**src/sv/wrle_pkg.sv**
```systemverilog
// Package for the word run-length expander.
// Constants, widths and the result word type; no dependencies.
package wrle_pkg;

   localparam int DEFAULT_OUTPUT_CAPACITY = 256;

   localparam int BYTE_W  = 8;
   localparam int WORD_W  = 32;
   localparam int LEN_W   = 9;
   localparam int WCNT_W  = 9;
   localparam int GATH_W  = 24;

   localparam logic [WORD_W-1:0] MARKER_LIMIT = 32'h8000_0000;
   localparam logic [WORD_W-1:0] MARKER_CLEAR = 32'h7fff_ffff;

   typedef struct packed {
      logic [WORD_W-1:0] word_value;
      logic [LEN_W-1:0]  run_length;
      logic              end_of_copy;
      logic [WCNT_W-1:0] words_written;
   } rsp_word_type;

endpackage

```
**src/sv/wrle_if.sv**
```systemverilog
// Handshake channels of the word run-length expander.
// Depends on wrle_pkg for field widths.
interface wrle_req_if;
   import wrle_pkg::*;

   logic              valid;
   logic              ready;
   logic [BYTE_W-1:0] data_byte;
   logic              last_byte;

   modport source (output valid, output data_byte, output last_byte, input ready);
   modport sink   (input valid, input data_byte, input last_byte, output ready);
endinterface

interface wrle_rsp_if;
   import wrle_pkg::*;

   logic              valid;
   logic              ready;
   logic [WORD_W-1:0] word_value;
   logic [LEN_W-1:0]  run_length;
   logic              end_of_copy;
   logic [WCNT_W-1:0] words_written;

   modport source (output valid, output word_value, output run_length,
                   output end_of_copy, output words_written, input ready);
   modport sink   (input valid, input word_value, input run_length,
                   input end_of_copy, input words_written, output ready);
endinterface

```
**src/sv/word_run_length_expander.sv**
```systemverilog
// Word run-length expander top level.
// Depends on wrle_pkg and the channel interfaces in wrle_if.sv.
//
// Usage:
//   req_bus carries one source byte per transfer (data_byte, last_byte).
//   Bytes are gathered into little-endian 32-bit words; a word above
//   0x80000000 is a run marker whose next byte gives extra repeats.
//   rsp_bus carries at most one result per source byte: the word, its
//   run length (0 = no word), end_of_copy and the running word count.
//   The byte flagged last_byte always yields a result with the total and
//   returns the copy state to its reset value.
// Output: each result is registered and appears in the cycle after the byte that causes it is accepted.
// Throughput: one byte per cycle while the output is not stalled; the
//   per-byte update is combinational and feeds the state and output registers.
// Reset: synchronous, clears all copy state and the output valid.
// Stall: the output register holds its result while rsp_bus.ready is low;
//   a byte is still taken when the register is empty or being drained.
module word_run_length_expander #(
   parameter int OUTPUT_CAPACITY = wrle_pkg::DEFAULT_OUTPUT_CAPACITY
) (
   input  logic        clock,
   input  logic        reset,
   wrle_req_if.sink    req_bus,
   wrle_rsp_if.source  rsp_bus
);
   import wrle_pkg::*;

   localparam int CNT_W = $clog2(OUTPUT_CAPACITY + 1);
   localparam int SUM_W = ((CNT_W > LEN_W) ? CNT_W : LEN_W) + 1;
   localparam logic [SUM_W-1:0] CAP = SUM_W'(OUTPUT_CAPACITY);

   logic [GATH_W-1:0]   gather_ff, gather_in;
   logic [1:0]          pos_ff, pos_in;
   logic [WORD_W-2:0]   pend_word_ff, pend_word_in;
   logic                pend_ff, pend_in;
   logic [CNT_W-1:0]    count_ff, count_in;
   logic                stopped_ff, stopped_in;
   logic                rsp_valid_ff, rsp_valid_in;
   rsp_word_type        rsp_ff, rsp_in;

   logic                accept;
   logic                emit;
   logic [WORD_W-1:0]   word;
   logic [WORD_W-1:0]   value;
   logic [LEN_W-1:0]    len;
   logic [SUM_W-1:0]    run_sum;
   logic [SUM_W-1:0]    new_count;

   assign req_bus.ready = !rsp_valid_ff || rsp_bus.ready;
   assign accept        = req_bus.valid && req_bus.ready;
   assign word          = {req_bus.data_byte, gather_ff};
   assign run_sum       = SUM_W'(count_ff) + SUM_W'(req_bus.data_byte) + SUM_W'(1);

   always_comb begin
      gather_in    = gather_ff;
      pos_in       = pos_ff;
      pend_word_in = pend_word_ff;
      pend_in      = pend_ff;
      stopped_in   = stopped_ff;
      emit         = 1'b0;
      value        = '0;
      len          = '0;
      if (!stopped_ff) begin
         if (pend_ff) begin
            pend_in = 1'b0;
            if (run_sum >= CAP) begin
               stopped_in = 1'b1;
            end else begin
               emit  = 1'b1;
               value = {1'b0, pend_word_ff};
               len   = LEN_W'(req_bus.data_byte) + LEN_W'(1);
            end
         end else if (pos_ff != 2'd3) begin
            case (pos_ff)
               2'd0:    gather_in[7:0]   = req_bus.data_byte;
               2'd1:    gather_in[15:8]  = req_bus.data_byte;
               default: gather_in[23:16] = req_bus.data_byte;
            endcase
            pos_in = pos_ff + 2'd1;
         end else begin
            gather_in = '0;
            pos_in    = '0;
            if (word > MARKER_LIMIT) begin
               if (req_bus.last_byte) begin
                  emit  = 1'b1;
                  value = word & MARKER_CLEAR;
                  len   = LEN_W'(1);
               end else begin
                  pend_word_in = word[WORD_W-2:0];
                  pend_in      = 1'b1;
               end
            end else begin
               emit  = 1'b1;
               value = word;
               len   = LEN_W'(1);
            end
         end
      end
      new_count = SUM_W'(count_ff) + SUM_W'(len);
      count_in  = CNT_W'(new_count);
      if (emit && (new_count >= CAP)) begin
         stopped_in = 1'b1;
      end
      rsp_in.word_value    = value;
      rsp_in.run_length    = len;
      rsp_in.end_of_copy   = req_bus.last_byte;
      rsp_in.words_written = new_count[WCNT_W-1:0];
      rsp_valid_in         = emit || req_bus.last_byte;
   end

   always_ff @(posedge clock) begin
      if (reset) begin
         gather_ff    <= '0;
         pos_ff       <= '0;
         pend_word_ff <= '0;
         pend_ff      <= 1'b0;
         count_ff     <= '0;
         stopped_ff   <= 1'b0;
         rsp_valid_ff <= 1'b0;
      end else begin
         if (accept) begin
            if (req_bus.last_byte) begin
               gather_ff    <= '0;
               pos_ff       <= '0;
               pend_word_ff <= '0;
               pend_ff      <= 1'b0;
               count_ff     <= '0;
               stopped_ff   <= 1'b0;
            end else begin
               gather_ff    <= gather_in;
               pos_ff       <= pos_in;
               pend_word_ff <= pend_word_in;
               pend_ff      <= pend_in;
               count_ff     <= count_in;
               stopped_ff   <= stopped_in;
            end
            rsp_valid_ff <= rsp_valid_in;
         end else if (rsp_bus.ready) begin
            rsp_valid_ff <= 1'b0;
         end
      end
   end

   always_ff @(posedge clock) begin
      if (accept) begin
         rsp_ff <= rsp_in;
      end
   end

   assign rsp_bus.valid         = rsp_valid_ff;
   assign rsp_bus.word_value    = rsp_ff.word_value;
   assign rsp_bus.run_length    = rsp_ff.run_length;
   assign rsp_bus.end_of_copy   = rsp_ff.end_of_copy;
   assign rsp_bus.words_written = rsp_ff.words_written;

   a_reset_clears_valid: assert property (@(posedge clock)
      reset |=> !rsp_valid_ff)
      else $error("output valid set after reset");

   a_count_bounded: assert property (@(posedge clock) disable iff (reset)
      SUM_W'(count_ff) <= CAP)
      else $error("word count beyond capacity");

   a_pending_aligned: assert property (@(posedge clock) disable iff (reset)
      pend_ff |-> (pos_ff == 2'd0))
      else $error("repeat byte expected mid-word");

   a_stopped_no_pending: assert property (@(posedge clock) disable iff (reset)
      stopped_ff |-> !pend_ff)
      else $error("marker pending after copy stopped");

   a_last_gives_result: assert property (@(posedge clock) disable iff (reset)
      (accept && req_bus.last_byte) |=> (rsp_valid_ff && rsp_ff.end_of_copy))
      else $error("last byte without end-of-copy result");

endmodule

```
**src/flat_wrapper.sv**
```systemverilog
// flat-port wrapper written by rule: the top's interface ports become plain ports
module word_run_length_expander_flat import wrle_pkg::*;
#(
   parameter int OUTPUT_CAPACITY = wrle_pkg::DEFAULT_OUTPUT_CAPACITY
)
  (clock, reset, req_bus_valid, req_bus_data_byte, req_bus_last_byte, req_bus_ready, rsp_bus_valid, rsp_bus_word_value, rsp_bus_run_length, rsp_bus_end_of_copy, rsp_bus_words_written, rsp_bus_ready);
  wrle_req_if req_bus_i ();
  wrle_rsp_if rsp_bus_i ();
  input  logic clock;
  input  logic reset;
  input wire logic [$bits(req_bus_i.valid)-1:0] req_bus_valid;
  input wire logic [$bits(req_bus_i.data_byte)-1:0] req_bus_data_byte;
  input wire logic [$bits(req_bus_i.last_byte)-1:0] req_bus_last_byte;
  output wire logic [$bits(req_bus_i.ready)-1:0] req_bus_ready;
  output wire logic [$bits(rsp_bus_i.valid)-1:0] rsp_bus_valid;
  output wire logic [$bits(rsp_bus_i.word_value)-1:0] rsp_bus_word_value;
  output wire logic [$bits(rsp_bus_i.run_length)-1:0] rsp_bus_run_length;
  output wire logic [$bits(rsp_bus_i.end_of_copy)-1:0] rsp_bus_end_of_copy;
  output wire logic [$bits(rsp_bus_i.words_written)-1:0] rsp_bus_words_written;
  input wire logic [$bits(rsp_bus_i.ready)-1:0] rsp_bus_ready;
  assign req_bus_i.valid = req_bus_valid;
  assign req_bus_i.data_byte = req_bus_data_byte;
  assign req_bus_i.last_byte = req_bus_last_byte;
  assign req_bus_ready = req_bus_i.ready;
  assign rsp_bus_valid = rsp_bus_i.valid;
  assign rsp_bus_word_value = rsp_bus_i.word_value;
  assign rsp_bus_run_length = rsp_bus_i.run_length;
  assign rsp_bus_end_of_copy = rsp_bus_i.end_of_copy;
  assign rsp_bus_words_written = rsp_bus_i.words_written;
  assign rsp_bus_i.ready = rsp_bus_ready;
  word_run_length_expander #(.OUTPUT_CAPACITY(OUTPUT_CAPACITY)) u_core (.clock(clock), .reset(reset), .req_bus(req_bus_i), .rsp_bus(rsp_bus_i));
endmodule
```
**config.mk**
```make
export PLATFORM = sky130hd
export DESIGN_NAME = word_run_length_expander_flat
export DESIGN_NICKNAME = d
export VERILOG_FILES = /design/src/sv/wrle_pkg.sv /design/src/sv/wrle_if.sv /design/src/sv/word_run_length_expander.sv /design/src/flat_wrapper.sv
export SDC_FILE = /design/constraint.sdc
export NUM_CORES = 1
export LEC_CHECK = 0
export ABC_AREA = 1
export BUFFER_PORTS_ARGS = -buffer_cell sky130_fd_sc_hd__buf_2
export CORE_ASPECT_RATIO = 0.6
export CORE_UTILIZATION = 47
export DETAILED_ROUTE_END_ITERATION = 7
export PLACE_DENSITY = 0.69
export REMOVE_ABC_BUFFERS = 1
export SYNTH_ARGS = -nofsm -noshare
export SYNTH_HDL_FRONTEND = slang
export SYNTH_SLANG_ARGS = --single-unit
```
**constraint.sdc**
```tcl
create_clock -name clock -period 4.88 [get_ports clock]
set_clock_uncertainty 0.05 [all_clocks]
set_input_delay 0.244 -clock clock [delete_from_list [all_inputs] [get_ports clock]]
set_output_delay 0.244 -clock clock [all_outputs]
set_load 0.02 [all_outputs]
```
==> qor.yml <==
h-tree-depth: 4
dr_wl_met3_microns: 1259
setup_violations: 0
slowest_stage: "nand3_1"
critPathMaxFanout: 13
numCtsBuffers: 17
fillers: 998
gp_congestion: 0.8831
first_iter_violations: 468
crit_buf_inv: 2
syn_area_sq_um: 5659
tightestPinTransition_ns: 1.107
vias: 4728
crit_path_frequent_cell: "nor2_1"
ios: 66
m1WireLength_microns: 7307
relSlewSlack_pct: 26.08
crit_chain: "ha_1 > nand2_1 > inv_1 > nor2_1 > o21a_1 > nand3_1 > inv_1 > nand3_1 > nor2_1 > ha_1 > a21oi_1 > o21ai_0 > a21oi_1 > nor2_1 > nor2_1 > xnor2_1 > nand2_1 > a21oi_1"
worst_slack_ns: 0.7451
grt_max_degree: 52
cts_setup_buffers: 0
clock.fmax_ghz: 0.2418
grt_usage_pct: 25.02
clk_path_buf_depth: 2
slew_viol_final: 0
root_buffer: "clkbuf_16"
p_leak_nw: 2.667
die_w_microns: 143.7
ctsResizeCount: 0
vias_per_cell: 5.536
start_util_pct: 49.11
hold_buffers: 0
total_power_mw: 2.747
synth_cell_types: 35
critPathMaxStageDelay_ns: 0.44
cp-start-kind: "register"
wl_met2_microns: 5898
grt_overflow_total: 0
hold_class: "in2reg"
top_layer: "met4"
totalWireLength_microns: 14600
finalCritPeriodShare_pct: 84.73
dieArea_sq_um: 12500
fin_nets: 716
post-route-min-period_ns: 4.135
hold_viol: 0
rsz0062_at_grt: "no"
cts_sinks: 120
grt_first_pass_wirelength_microns: 23000
layout-drive-gt1-share_pct: 20.89
cp_data_arrival_time_ns: 4.44
synth_edf_count: 51
std_cell_rows: 30
outcome: "finished, final reports clean"
antenna_cells: 0
insertion_delay_ns: 0.42
area_growth_pct: 18.57
die_h_microns: 87.00
synth-seq-cells: 120
multiInputGateArea_sq_um: 2312
pre_cts_ws_ns: 0.8475
avgSynthCellArea_sq_um: 9.055
ys_warn_count: 0
wl_per_cell_microns: 17.09
holdWs_ns: 0.03553
coreArea_sq_um: 11520
cts_tree: "done"
crit_family: "simple AND/OR/NAND/NOR gates"
drt-pass1-iter-count: 5
synthCells: 625
drcViolationCount: 0
synth_ff_type: "dfxtp_1"
port_buffers: 65
grt_antenna_before_repair: 0
seqCellArea_sq_um: 2913
ant_nets: 0
r2r_slack_ns: 0.75
synthArstFlopShare_pct: 0
ir_drop_mv: 0.2679
cp.required_ns: 5.18
end_kind: "register"
max-cap-violations: 0
grt_pass1_vias: 4284
power_density_nw_per_um2: 409.4
path_class: "reg2reg"
setup_tns_ns: 0
dp_hpwl_microns: 9657
synth-seq-area-share_pct: 51.47
path_clk_slew_ns: 0.06
final timing paths:
kind | from | endpoint | cells after the start
setup / recovery | u_core.count_ff[7] | u_core.count_ff[7] | 18
hold / removal | req_bus_valid | u_core.rsp_bus.valid | 3
setup reg to reg | u_core.count_ff[7] | u_core.count_ff[7] | 18
hold reg to reg | u_core.pend_word_ff[15] | u_core.pend_word_ff[15] | 2
layer usage:
layer	track usage (%)	up-vias
met5	0	-
met4	5.996	0
met3	7.642	16
met2	34.73	215
met1	37.43	2245
li1	-	2252
placed cells by master (no fill, tap or decap), types with 2 or more instances in the layout:
cell	count
xnor2_1	5
edfxtp_1	51
inv_6	3
inv_1	65
clkinv_2	3
nand2_1	97
nand4_1	4
inv_2	5
a21oi_2	2
dfxtp_1	69
o32ai_1	19
clkbuf_16	19
a211oi_1	2
clkinv_4	2
a21oi_1	85
nand3_2	30
xor2_1	5
o21ai_0	27
o21ai_2	2
buf_4	6
nor2_1	48
bufinv_16	3
nand3_1	38
buf_2	65
ha_1	21
nor3_1	4
cells in the mapped netlist (2+ instances only):
library cell / number / share of area (%)
xor2_1: 5 / 0.77
buf_2: 13 / 1.1
o32ai_1: 19 / 2.9
o21ai_2: 2 / 0.31
o21ai_0: 27 / 2.4
inv_2: 4 / 0.27
buf_1: 2 / 0.13
nand4_1: 4 / 0.44
nand2_1: 97 / 6.4
nor2_1: 48 / 3.2
nand3_2: 30 / 5.3
inv_1: 66 / 4.4
buf_6: 3 / 0.60
ha_1: 21 / 4.6
a21oi_2: 2 / 0.31
dfxtp_1: 69 / 24
clkbuf_1: 16 / 1.1
edfxtp_1: 51 / 27
xnor2_1: 5 / 0.77
nand3_1: 38 / 3.4
nor3_1: 4 / 0.35
a211oi_1: 2 / 0.27
a21oi_1: 85 / 7.5
through the flow:
stage          util [%]  std cells  instance area (sq um)
3_3_place_gp      52.62        822                   6063
4_1_cts           58.23        854                   6710
5_1_grt           58.23        854                   6710
6_report          58.23        854                   6710
2_1_floorplan         -        591                   5493
3_5_place_dp      52.62        822                   6063
registers in the layout, indices dropped and copies added (netlist names):
| register | count |
|---|---|
| u_core.rsp_bus.run_length | 9 |
| u_core.rsp_bus.word_value | 32 |
| u_core.rsp_bus.words_written | 9 |
| u_core.gather_ff | 24 |
| u_core.pos_ff | 2 |
| u_core.count_ff | 9 |
| u_core.stopped_ff | 1 |
| u_core.pend_ff | 1 |
| u_core.rsp_bus.end_of_copy | 1 |
| u_core.rsp_bus.valid | 1 |
| u_core.pend_word_ff | 31 |
worst reg2reg max path: stages, from the launching register on:
cell	delay [ns]
dfxtp_1	0.33
ha_1	0.30
nand2_1	0.07
inv_1	0.04
nor2_1	0.18
o21a_1	0.15
nand3_1	0.19
inv_1	0.39
nand3_1	0.44
nor2_1	0.32
ha_1	0.33
a21oi_1	0.24
o21ai_0	0.18
a21oi_1	0.24
nor2_1	0.08
nor2_1	0.13
xnor2_1	0.17
nand2_1	0.08
a21oi_1	0.14
final cells by class:
type | instances | share of cell area (%)
well taps | 160 | 2.983
flip-flops and latches | 120 | 43.41
multi-input cells | 400 | 34.46
repair buffers | 71 | 5.519
inverters | 71 | 3.990
clock inverters | 12 | 2.349
clock buffers | 20 | 7.291
cells by family (layout without fill, tap and decap cells):
family          count (synthesis)  after routing  share of synthesized area [%]
simple gates                  225            225                          19.77
compound gates                143            143                          14.55
flops                         120            120                          51.47
buf+inv                       105            174                          7.672
fa+ha+maj                      22             22                          4.997
xor+xnor                       10             10                          1.548
where the power goes:
part | internal [mW] | leakage (nW) | switching (mW) | total [mW]
Sequential | 1.10 | 1.08 | 0.0331 | 1.13
Combinational | 0.0688 | 1.27 | 0.189 | 0.258
Clock | 0.882 | 0.318 | 0.475 | 1.36
Total | 2.05 | 2.67 | 0.697 | 2.75
Power figures use the tool's default switching activity.
